### src/sv/uafp_pkg.sv
package uafp_pkg;

  // Field and frame constants.
  localparam int unsigned SAMPLE_W          = 16;
  localparam int unsigned FRAME_LEN_W       = 13;
  localparam logic [12:0] MAX_FRAME_SAMPLES = 13'd4096;
  localparam logic [12:0] STD_FRAME_LEN     = 13'd4096;
  localparam logic [22:0] HDR_BASE          = 23'h100001;
  localparam logic [22:0] HDR_HAS_SIZE      = 23'h000008;

  // Bit lengths pushed by one item.
  localparam logic [6:0] LEN_SLOT      = 7'd32;
  localparam logic [6:0] LEN_HDR_SLOT  = 7'd55;
  localparam logic [6:0] LEN_FULL_SLOT = 7'd87;

  // Job word: up to seven leftover bits plus 87 new bits, left aligned.
  localparam int unsigned JOB_BITS = 96;
  localparam logic [6:0]  JOB_BITS_C = 7'd96;

  // Input action codes.
  localparam logic ACT_SAMPLE = 1'b0;
  localparam logic ACT_FILL   = 1'b1;

  // Register index codes (byte address bit 2).
  localparam logic REG_MONO_MODE     = 1'b0;
  localparam logic REG_FRAME_SAMPLES = 1'b1;

  // One packed item, ready to be sent out byte by byte.
  typedef struct packed {
    logic [JOB_BITS-1:0] data;
    logic [3:0]          nbytes;
    logic                last;
    logic                empty;
  } job_t;

  // Queue status seen by the two sides.
  typedef struct packed {
    logic full;
    logic not_empty;
  } qstat_t;

endpackage

### src/sv/uafp_front.sv
module uafp_front
  import uafp_pkg::*;
(
  input  logic                       clk,
  input  logic                       rst_n,
  input  logic                       mono_mode,
  input  logic [FRAME_LEN_W-1:0]     frame_samples,
  input  logic                       accept,
  input  logic                       action,
  input  logic signed [SAMPLE_W-1:0] sample_left,
  input  logic signed [SAMPLE_W-1:0] sample_right,
  output job_t                       job
);

  logic [6:0]  res_r, res_nxt;
  logic [2:0]  rc_r, rc_nxt;
  logic [12:0] slot_r, slot_nxt;
  logic        hdr_done_r, hdr_done_nxt;
  logic        real_r, real_nxt;

  logic [12:0] eff_len;
  logic        has_size;
  logic [22:0] hdr;
  logic [15:0] left_v, right_v;
  logic [31:0] smp;
  logic [6:0]  push_len;
  logic [95:0] payload;
  logic [95:0] acc;
  logic [6:0]  total;
  logic [2:0]  rem;
  logic [6:0]  rem_mask;
  logic [12:0] slot_inc;
  logic        frame_end;

  // Clamp the frame length to the legal range.
  always_comb begin
    if (frame_samples == '0) begin
      eff_len = 13'd1;
    end else if (frame_samples > MAX_FRAME_SAMPLES) begin
      eff_len = MAX_FRAME_SAMPLES;
    end else begin
      eff_len = frame_samples;
    end
  end

  assign has_size = (eff_len != STD_FRAME_LEN);
  assign hdr      = has_size ? (HDR_BASE | HDR_HAS_SIZE) : HDR_BASE;

  // Sample word: mono copies left, zero fill clears both.
  always_comb begin
    left_v  = sample_left;
    right_v = mono_mode ? sample_left : sample_right;
    if (action == ACT_FILL) begin
      left_v  = '0;
      right_v = '0;
    end
  end
  assign smp = {left_v, right_v};

  // Bits this item pushes, right aligned.
  always_comb begin
    if (hdr_done_r) begin
      push_len = LEN_SLOT;
      payload  = {64'd0, smp};
    end else if (has_size) begin
      push_len = LEN_FULL_SLOT;
      payload  = {9'd0, hdr, 19'd0, eff_len, smp};
    end else begin
      push_len = LEN_HDR_SLOT;
      payload  = {41'd0, hdr, smp};
    end
  end

  // Leftover bits in front of the new ones, then left align the lot.
  assign acc      = ({89'd0, res_r} << push_len) | payload;
  assign total    = {4'd0, rc_r} + push_len;
  assign rem      = total[2:0];
  assign rem_mask = ~(7'h7f << rem);
  assign slot_inc = slot_r + 13'd1;
  assign frame_end = (slot_inc >= eff_len);

  always_comb begin
    job.data   = acc << (JOB_BITS_C - total);
    job.nbytes = total[6:3] + {3'd0, (frame_end && (rem != 3'd0))};
    job.last   = frame_end;
    job.empty  = !(real_r || (action == ACT_SAMPLE));
  end

  // Frame state for the next item.
  always_comb begin
    res_nxt      = res_r;
    rc_nxt       = rc_r;
    slot_nxt     = slot_r;
    hdr_done_nxt = hdr_done_r;
    real_nxt     = real_r;
    if (accept) begin
      if (frame_end) begin
        res_nxt      = '0;
        rc_nxt       = '0;
        slot_nxt     = '0;
        hdr_done_nxt = 1'b0;
        real_nxt     = 1'b0;
      end else begin
        res_nxt      = acc[6:0] & rem_mask;
        rc_nxt       = rem;
        slot_nxt     = slot_inc;
        hdr_done_nxt = 1'b1;
        real_nxt     = real_r || (action == ACT_SAMPLE);
      end
    end
  end

  always_ff @(posedge clk) begin
    if (!rst_n) begin
      res_r      <= '0;
      rc_r       <= '0;
      slot_r     <= '0;
      hdr_done_r <= 1'b0;
      real_r     <= 1'b0;
    end else begin
      res_r      <= res_nxt;
      rc_r       <= rc_nxt;
      slot_r     <= slot_nxt;
      hdr_done_r <= hdr_done_nxt;
      real_r     <= real_nxt;
    end
  end

endmodule

### src/sv/uafp_queue.sv
module uafp_queue
  import uafp_pkg::*;
(
  input  logic   clk,
  input  logic   rst_n,
  input  logic   push,
  input  job_t   push_job,
  input  logic   pop,
  output job_t   pop_job,
  output qstat_t stat
);

  job_t       mem_r [2];
  logic       wr_ptr_r, wr_ptr_nxt;
  logic       rd_ptr_r, rd_ptr_nxt;
  logic [1:0] cnt_r, cnt_nxt;

  assign stat.full      = (cnt_r == 2'd2);
  assign stat.not_empty = (cnt_r != 2'd0);
  assign pop_job        = mem_r[rd_ptr_r];

  // Pointer and fill count updates.
  always_comb begin
    wr_ptr_nxt = push ? ~wr_ptr_r : wr_ptr_r;
    rd_ptr_nxt = pop ? ~rd_ptr_r : rd_ptr_r;
    cnt_nxt    = cnt_r + {1'b0, push} - {1'b0, pop};
  end

  always_ff @(posedge clk) begin
    if (!rst_n) begin
      wr_ptr_r <= 1'b0;
      rd_ptr_r <= 1'b0;
      cnt_r    <= '0;
    end else begin
      wr_ptr_r <= wr_ptr_nxt;
      rd_ptr_r <= rd_ptr_nxt;
      cnt_r    <= cnt_nxt;
    end
  end

  // Entry storage.
  always_ff @(posedge clk) begin
    if (push) begin
      mem_r[wr_ptr_r] <= push_job;
    end
  end

endmodule

### src/sv/uafp_back.sv
module uafp_back
  import uafp_pkg::*;
(
  input  logic       clk,
  input  logic       rst_n,
  input  qstat_t     stat,
  input  job_t       job,
  output logic       pop,
  output logic       out_valid,
  input  logic       out_stall,
  output logic [7:0] out_byte,
  output logic       last_byte,
  output logic       frame_empty
);

  logic                cur_valid_r, cur_valid_nxt;
  logic [JOB_BITS-1:0] data_r;
  logic [3:0]          left_r;
  logic                last_r;
  logic                empty_r;
  logic                out_valid_r, out_valid_nxt;
  logic [7:0]          byte_r;
  logic                lastb_r;
  logic                fempty_r;

  logic out_free;
  logic adv;
  logic final_beat;
  logic load;

  assign out_free   = !out_valid_r || !out_stall;
  assign adv        = cur_valid_r && out_free;
  assign final_beat = (left_r == 4'd1);
  assign load       = stat.not_empty && (!cur_valid_r || (adv && final_beat));
  assign pop        = load;

  // Job and output register occupancy.
  always_comb begin
    cur_valid_nxt = cur_valid_r;
    if (load) begin
      cur_valid_nxt = 1'b1;
    end else if (adv && final_beat) begin
      cur_valid_nxt = 1'b0;
    end
    out_valid_nxt = out_valid_r;
    if (adv) begin
      out_valid_nxt = 1'b1;
    end else if (out_free) begin
      out_valid_nxt = 1'b0;
    end
  end

  always_ff @(posedge clk) begin
    if (!rst_n) begin
      cur_valid_r <= 1'b0;
      out_valid_r <= 1'b0;
    end else begin
      cur_valid_r <= cur_valid_nxt;
      out_valid_r <= out_valid_nxt;
    end
  end

  // Current job: load a new one or shift out the top byte.
  always_ff @(posedge clk) begin
    if (load) begin
      data_r  <= job.data;
      left_r  <= job.nbytes;
      last_r  <= job.last;
      empty_r <= job.empty;
    end else if (adv) begin
      data_r <= data_r << 8;
      left_r <= left_r - 4'd1;
    end
  end

  // Output beat register.
  always_ff @(posedge clk) begin
    if (adv) begin
      byte_r   <= data_r[JOB_BITS-1 -: 8];
      lastb_r  <= final_beat && last_r;
      fempty_r <= final_beat && last_r && empty_r;
    end
  end

  assign out_valid   = out_valid_r;
  assign out_byte    = byte_r;
  assign last_byte   = lastb_r;
  assign frame_empty = fempty_r;

endmodule

### src/sv/uncompressed_audio_frame_packer_core.sv
// Path: an accepted beat passes the queue, the job register and the output beat register.
// Throughput: one output byte per cycle while out_stall is low. A later slot gives 4 bytes,
// 5 when it flushes the last byte; the first slot 6 to 11 (header, size word, flush byte).
// The byte-wide output stage sets the rate; a two-entry queue lets input beats run ahead.
// Reset (synchronous, rst_n low) clears the frame state, the queue and the output,
// and sets mono_mode to 0 and frame_samples to 4096.
module uncompressed_audio_frame_packer_core
  import uafp_pkg::*;
(
  input  logic                       clk,
  input  logic                       rst_n,
  input  logic                       in_valid,
  output logic                       in_stall,
  input  logic                       in_action,
  input  logic signed [SAMPLE_W-1:0] in_sample_left,
  input  logic signed [SAMPLE_W-1:0] in_sample_right,
  output logic                       out_valid,
  input  logic                       out_stall,
  output logic [7:0]                 out_out_byte,
  output logic                       out_last_byte,
  output logic                       out_frame_empty,
  input  logic                       psel,
  input  logic                       penable,
  input  logic                       pwrite,
  input  logic [2:0]                 paddr,
  input  logic [31:0]                pwdata,
  output logic [31:0]                prdata,
  output logic                       pready
);

  logic                   mono_r, mono_nxt;
  logic [FRAME_LEN_W-1:0] fs_r, fs_nxt;
  logic                   cfg_wr;
  logic                   in_accept;
  job_t                   front_job;
  job_t                   back_job;
  qstat_t                 qstat;
  logic                   q_pop;

  // Register port.
  assign pready = 1'b1;
  assign cfg_wr = psel && penable && pwrite;

  always_comb begin
    mono_nxt = mono_r;
    fs_nxt   = fs_r;
    if (cfg_wr) begin
      unique case (paddr[2])
        REG_MONO_MODE:     mono_nxt = pwdata[0];
        REG_FRAME_SAMPLES: fs_nxt   = pwdata[FRAME_LEN_W-1:0];
        default:           mono_nxt = mono_r;
      endcase
    end
  end

  always_comb begin
    unique case (paddr[2])
      REG_MONO_MODE:     prdata = {31'd0, mono_r};
      REG_FRAME_SAMPLES: prdata = {19'd0, fs_r};
      default:           prdata = '0;
    endcase
  end

  always_ff @(posedge clk) begin
    if (!rst_n) begin
      mono_r <= 1'b0;
      fs_r   <= STD_FRAME_LEN;
    end else begin
      mono_r <= mono_nxt;
      fs_r   <= fs_nxt;
    end
  end

  // Input side takes a beat whenever the queue has room.
  assign in_stall  = qstat.full;
  assign in_accept = in_valid && !qstat.full;

  uafp_front u_front (
    .clk           (clk),
    .rst_n         (rst_n),
    .mono_mode     (mono_r),
    .frame_samples (fs_r),
    .accept        (in_accept),
    .action        (in_action),
    .sample_left   (in_sample_left),
    .sample_right  (in_sample_right),
    .job           (front_job)
  );

  uafp_queue u_queue (
    .clk      (clk),
    .rst_n    (rst_n),
    .push     (in_accept),
    .push_job (front_job),
    .pop      (q_pop),
    .pop_job  (back_job),
    .stat     (qstat)
  );

  uafp_back u_back (
    .clk         (clk),
    .rst_n       (rst_n),
    .stat        (qstat),
    .job         (back_job),
    .pop         (q_pop),
    .out_valid   (out_valid),
    .out_stall   (out_stall),
    .out_byte    (out_out_byte),
    .last_byte   (out_last_byte),
    .frame_empty (out_frame_empty)
  );

endmodule

### config.mk
export PLATFORM = sky130hd
export DESIGN_NAME = uncompressed_audio_frame_packer_core
export DESIGN_NICKNAME = d
export VERILOG_FILES = /design/src/sv/uafp_pkg.sv /design/src/sv/uafp_front.sv /design/src/sv/uafp_queue.sv /design/src/sv/uafp_back.sv /design/src/sv/uncompressed_audio_frame_packer_core.sv
export SDC_FILE = /design/constraint.sdc
export NUM_CORES = 1
export LEC_CHECK = 0
export BUFFER_PORTS_ARGS = -buffer_cell sky130_fd_sc_hd__buf_2
export CAP_MARGIN = 25
export CORE_MARGIN = 2
export CORE_UTILIZATION = 40
export CTS_BUF_LIST = sky130_fd_sc_hd__clkbuf_8
export CTS_CLUSTER_DIAMETER = 80
export DETAILED_ROUTE_END_ITERATION = 10
export GPL_TIMING_DRIVEN = 0
export PLACE_DENSITY_LB_ADDON = 0.15
export SYNTH_ARGS = -nofsm -noshare
export SYNTH_HDL_FRONTEND = slang
export SYNTH_HIERARCHICAL = 1
export SYNTH_SLANG_ARGS = --single-unit
### constraint.sdc
create_clock -name clk -period 6.4 [get_ports clk]
set_input_delay 0.64 -clock clk [delete_from_list [all_inputs] [get_ports clk]]
set_output_delay 0.64 -clock clk [all_outputs]
set_load 0.01 [all_outputs]
==> results.py <==
metrics = {
    "outcome": {
        "status": "complete, no violations",
    },
    "placed_design": {
        "dp_slack_ns": -0.940,
        "place.gp.congestion": 1.00,
        "hpwl_um": 61800,
        "dp_cells": 2614,
        "post_dp_cell_area_sq_um": 23400,
        "numPortBuffers": 77,
    },
    "power_and_ir_drop": {
        "clkPwrFrac_pct": 14.1,
        "sequentialPowerShare_pct": 27.4,
        "power_frac_comb_pct": 58.5,
        "ir_drop_v": 0.000378,
        "total_power_mw": 14.8,
        "internal_power_mw": 8.11,
        "switching_share_pct": 45.1,
        "power_switching_mw": 6.66,
        "p_leak_nw": 9.45,
        "power.density_nw_per_um2": 590,
    },
    "run": {
        "max_cap_violations": 0,
    },
    "sta": {
        "finalHoldViolCount": 0,
        "relSlewSlack_pct": 27.4,
        "min_period_ns": 6.20,
        "slew_violations": 0,
        "max_freq_mhz": 161,
        "whs_ns": 0.245,
        "setup_viol": 0,
        "fin_ws_ns": 0.198,
        "worstMarginPinSlew_ns": 1.09,
        "period_share_pct": 96.9,
        "finalSetupTns_ns": 0,
        "rsz0062_at_grt": "false",
        "skew_ns": 0.0397,
    },
    "routing": {
        "totalWireLength_um": 82000,
        "post_drt_via_cell_ratio": 6.05,
        "drt_first_pass_iters": 9,
        "routedWlPerCell_um": 30.0,
        "drt_iter0_markers": 1633,
        "vias": 16600,
        "ant_nets": 0,
        "drc": 0,
    },
    "setup_path": {
        "critPathTopFamily": "buffers and inverters",
        "crit_path_end_kind": "flop",
        "startpoint_type": "flop",
        "path_common_cell": "buf_2",
        "slowest_stage": "o21ai_1",
        "worstPathRequired_ns": 6.80,
        "path_cells": "buf_2, buf_2, clkinvlp_4, ha_1, buf_2, clkbuf_4, inv_1, clkbuf_4, ha_4, inv_1, ha_1, buf_2, buf_2, nor2_1, clkbuf_1, a32oi_1, o32a_1, o21ai_1, mux2i_1, o22ai_1",
        "worst-path-max-fanout": 10,
        "path_class": "flop to flop",
        "regToRegSetupSlack_ns": 0.20,
        "arrival_ns": 6.60,
        "max_stage_delay_ns": 0.48,
        "worstReg2RegStart": "u_front/hdr_done_r$_SDFFE_PN0P_",
        "startpoint": "u_front/hdr_done_r$_SDFFE_PN0P_",
        "path_buf_inv": 11,
    },
    "floorplan": {
        "start_util_pct": 40.7,
        "ios": 120,
        "die_h_um": 238,
        "die_width_um": 238,
        "die-area_sq_um": 56800,
        "coreArea_sq_um": 54000,
        "num_rows": 85,
    },
    "synth": {
        "ys_ff_latch": 362,
        "yosysWarnings": 6,
        "synth_ff_type": "edfxtp_1",
        "async_flop_share_pct": 0,
        "synth_cells": 1816,
        "synth-edff-count": 316,
        "post_synth_instance_area_sq_um": 22000,
        "yosys.cell_types.count": 98,
        "seq_area_frac_synth_pct": 47.4,
        "synth.avg_cell_area_sq_um": 12.1,
    },
    "clock_tree": {
        "cts_sinks": 362,
        "cts_hold_buf": 0,
        "cts_buffer_depth": 3,
        "cts_tree": "done",
        "cts_made_buffers": 67,
        "htreeDepth": 3,
        "clkLatencyLatePin_ns": 0.64,
        "cts_root_buf": "clkbuf_8",
        "clkSlewWorstSetupHoldPaths_ns": 0.06,
    },
    "global_route": {
        "grtUsageTotal_pct": 28.8,
        "grt_pass1_wl_um": 118000,
        "grt_pass1_vias": 16600,
        "grt-ovfl-total": 0,
        "grt_max_degree": 62,
        "antenna_found_initial": 2,
    },
    "final_layout": {
        "fin_nets": 2094,
        "utilization_pct": 46.3,
        "drive_gt1_share_pct": 30.6,
        "nFillCells": 5027,
        "fin_cells": 2739,
        "fin_area_sq_um": 25000,
        "area_growth_pct": 13.9,
    },
    "min_path": {
        "hp-class": "primary input to flop",
        "hold_start": "pwdata[10]",
    },
}
## worst min-delay path, stage by stage
cell,delay (ns)
buf_2,0.10
nand2_1,0.04
mux2i_1,0.05
## timing repair
action	CTS	global route
endpoints found under the setup margin	172	134
buffers inserted	2	1
cloned	0	0
hold endpoints to repair	0	0
gates resized for setup	34	30
pin swaps	1	1
## final timing paths
kind                               endpoint  depth (start not counted)
max          u_queue/mem_r[0][42]$_DFFE_PP_                         20
min                   fs_r[10]$_SDFFE_PN0P_                          3
max reg2reg  u_queue/mem_r[0][42]$_DFFE_PP_                         20
min reg2reg    u_back/out_byte[6]$_DFFE_PP_                          0
## kinds of logic after synthesis
group                      count (synthesis)  share of synthesized area (%)
other                                      2                         0.0342
xor gates and xnor gates                  20                          0.946
DFF                                      362                           47.4
buffers and inverters                    186                           4.84
AOI/OAI and AO/OA                        413                           13.7
and+or+nand+nor                          474                           10.7
adders and majority gates                 28                           1.63
muxes                                    331                           20.8
## synthesized netlist by cell type, types with 19 or more instances
cell type    n  area (sq um)
and2_1      30           188
mux4_2      33           743
o211ai_1    24           180
buf_6       23           259
mux2_4     150          2250
buf_2       49           245
nor2b_1     39           244
o21ai_0     52           260
nand3_1     21           105
mux2_2      72           811
nand2_1    150           563
edfxtp_1   316          9490
o22ai_1     28           175
clkbuf_1    49           184
mux2i_1     76           761
nor2_1     109           409
buf_4       30           225
a21oi_1     71           355
inv_1       19          71.3
nor3_1      35           175
dfxtp_1     46           921
ha_1        27           338
## registers in the layout (all words and copies together), names as in the netlist, 2 cells and up, named ones only
| name | cells |
|---|---|
| u_front/rc_r | 3 |
| u_front/res_r | 7 |
| u_queue/mem_r | 204 |
| u_front/slot_r | 13 |
| u_back/out_byte | 8 |
| u_back/data_r | 96 |
| u_queue/cnt_r | 2 |
| u_back/left_r | 4 |
| fs_r | 13 |
## placed cells by master (no fill, tap or decap), types with 67 or more instances in the layout
master and n:
edfxtp_1 316, mux2i_1 74, mux2_4 150, clkbuf_8 72, mux2_2 72, a21oi_1 67, nand2_1 150, buf_2 124
nor2_1 108
## power groups by stage
stage / Clock [mW] / Sequential [mW] / Combinational [mW]
5_1_grt: 2.26 / 4.12 / 8.91
3_3_place_gp: 0 / 4.20 / 8.08
3_5_place_dp: 0 / 4.10 / 8.11
2_1_floorplan: 0 / 4.07 / 5.20
4_1_cts: 2.16 / 4.06 / 8.29
6_report: 2.08 / 4.05 / 8.63
## layout make-up
type / instances / area, sq um / share of cell area [%]
multi-input cells: 1286 / 10800 / 43.3
flip-flops and latches: 362 / 10400 / 41.6
plain buffers: 165 / 998 / 3.99
clock buffers: 72 / 991 / 3.96
well taps: 696 / 871 / 3.48
repair buffers: 88 / 546 / 2.18
clock inverters: 48 / 282 / 1.12
inverters: 21 / 85.1 / 0.340
diodes: 1 / 2.50 / 0.0100
## per-layer routing
layer | vias up | share of wire, % | global-route usage, %
li1 | 7323 | - | -
met1 | 8222 | 41 | 36.7
met2 | 807 | 46 | 46.3
met3 | 214 | 7.2 | 6.12
met4 | 0 | 5.8 | 15.1
met5 | - | 0 | 0
(Power assumes the default switching activity.)
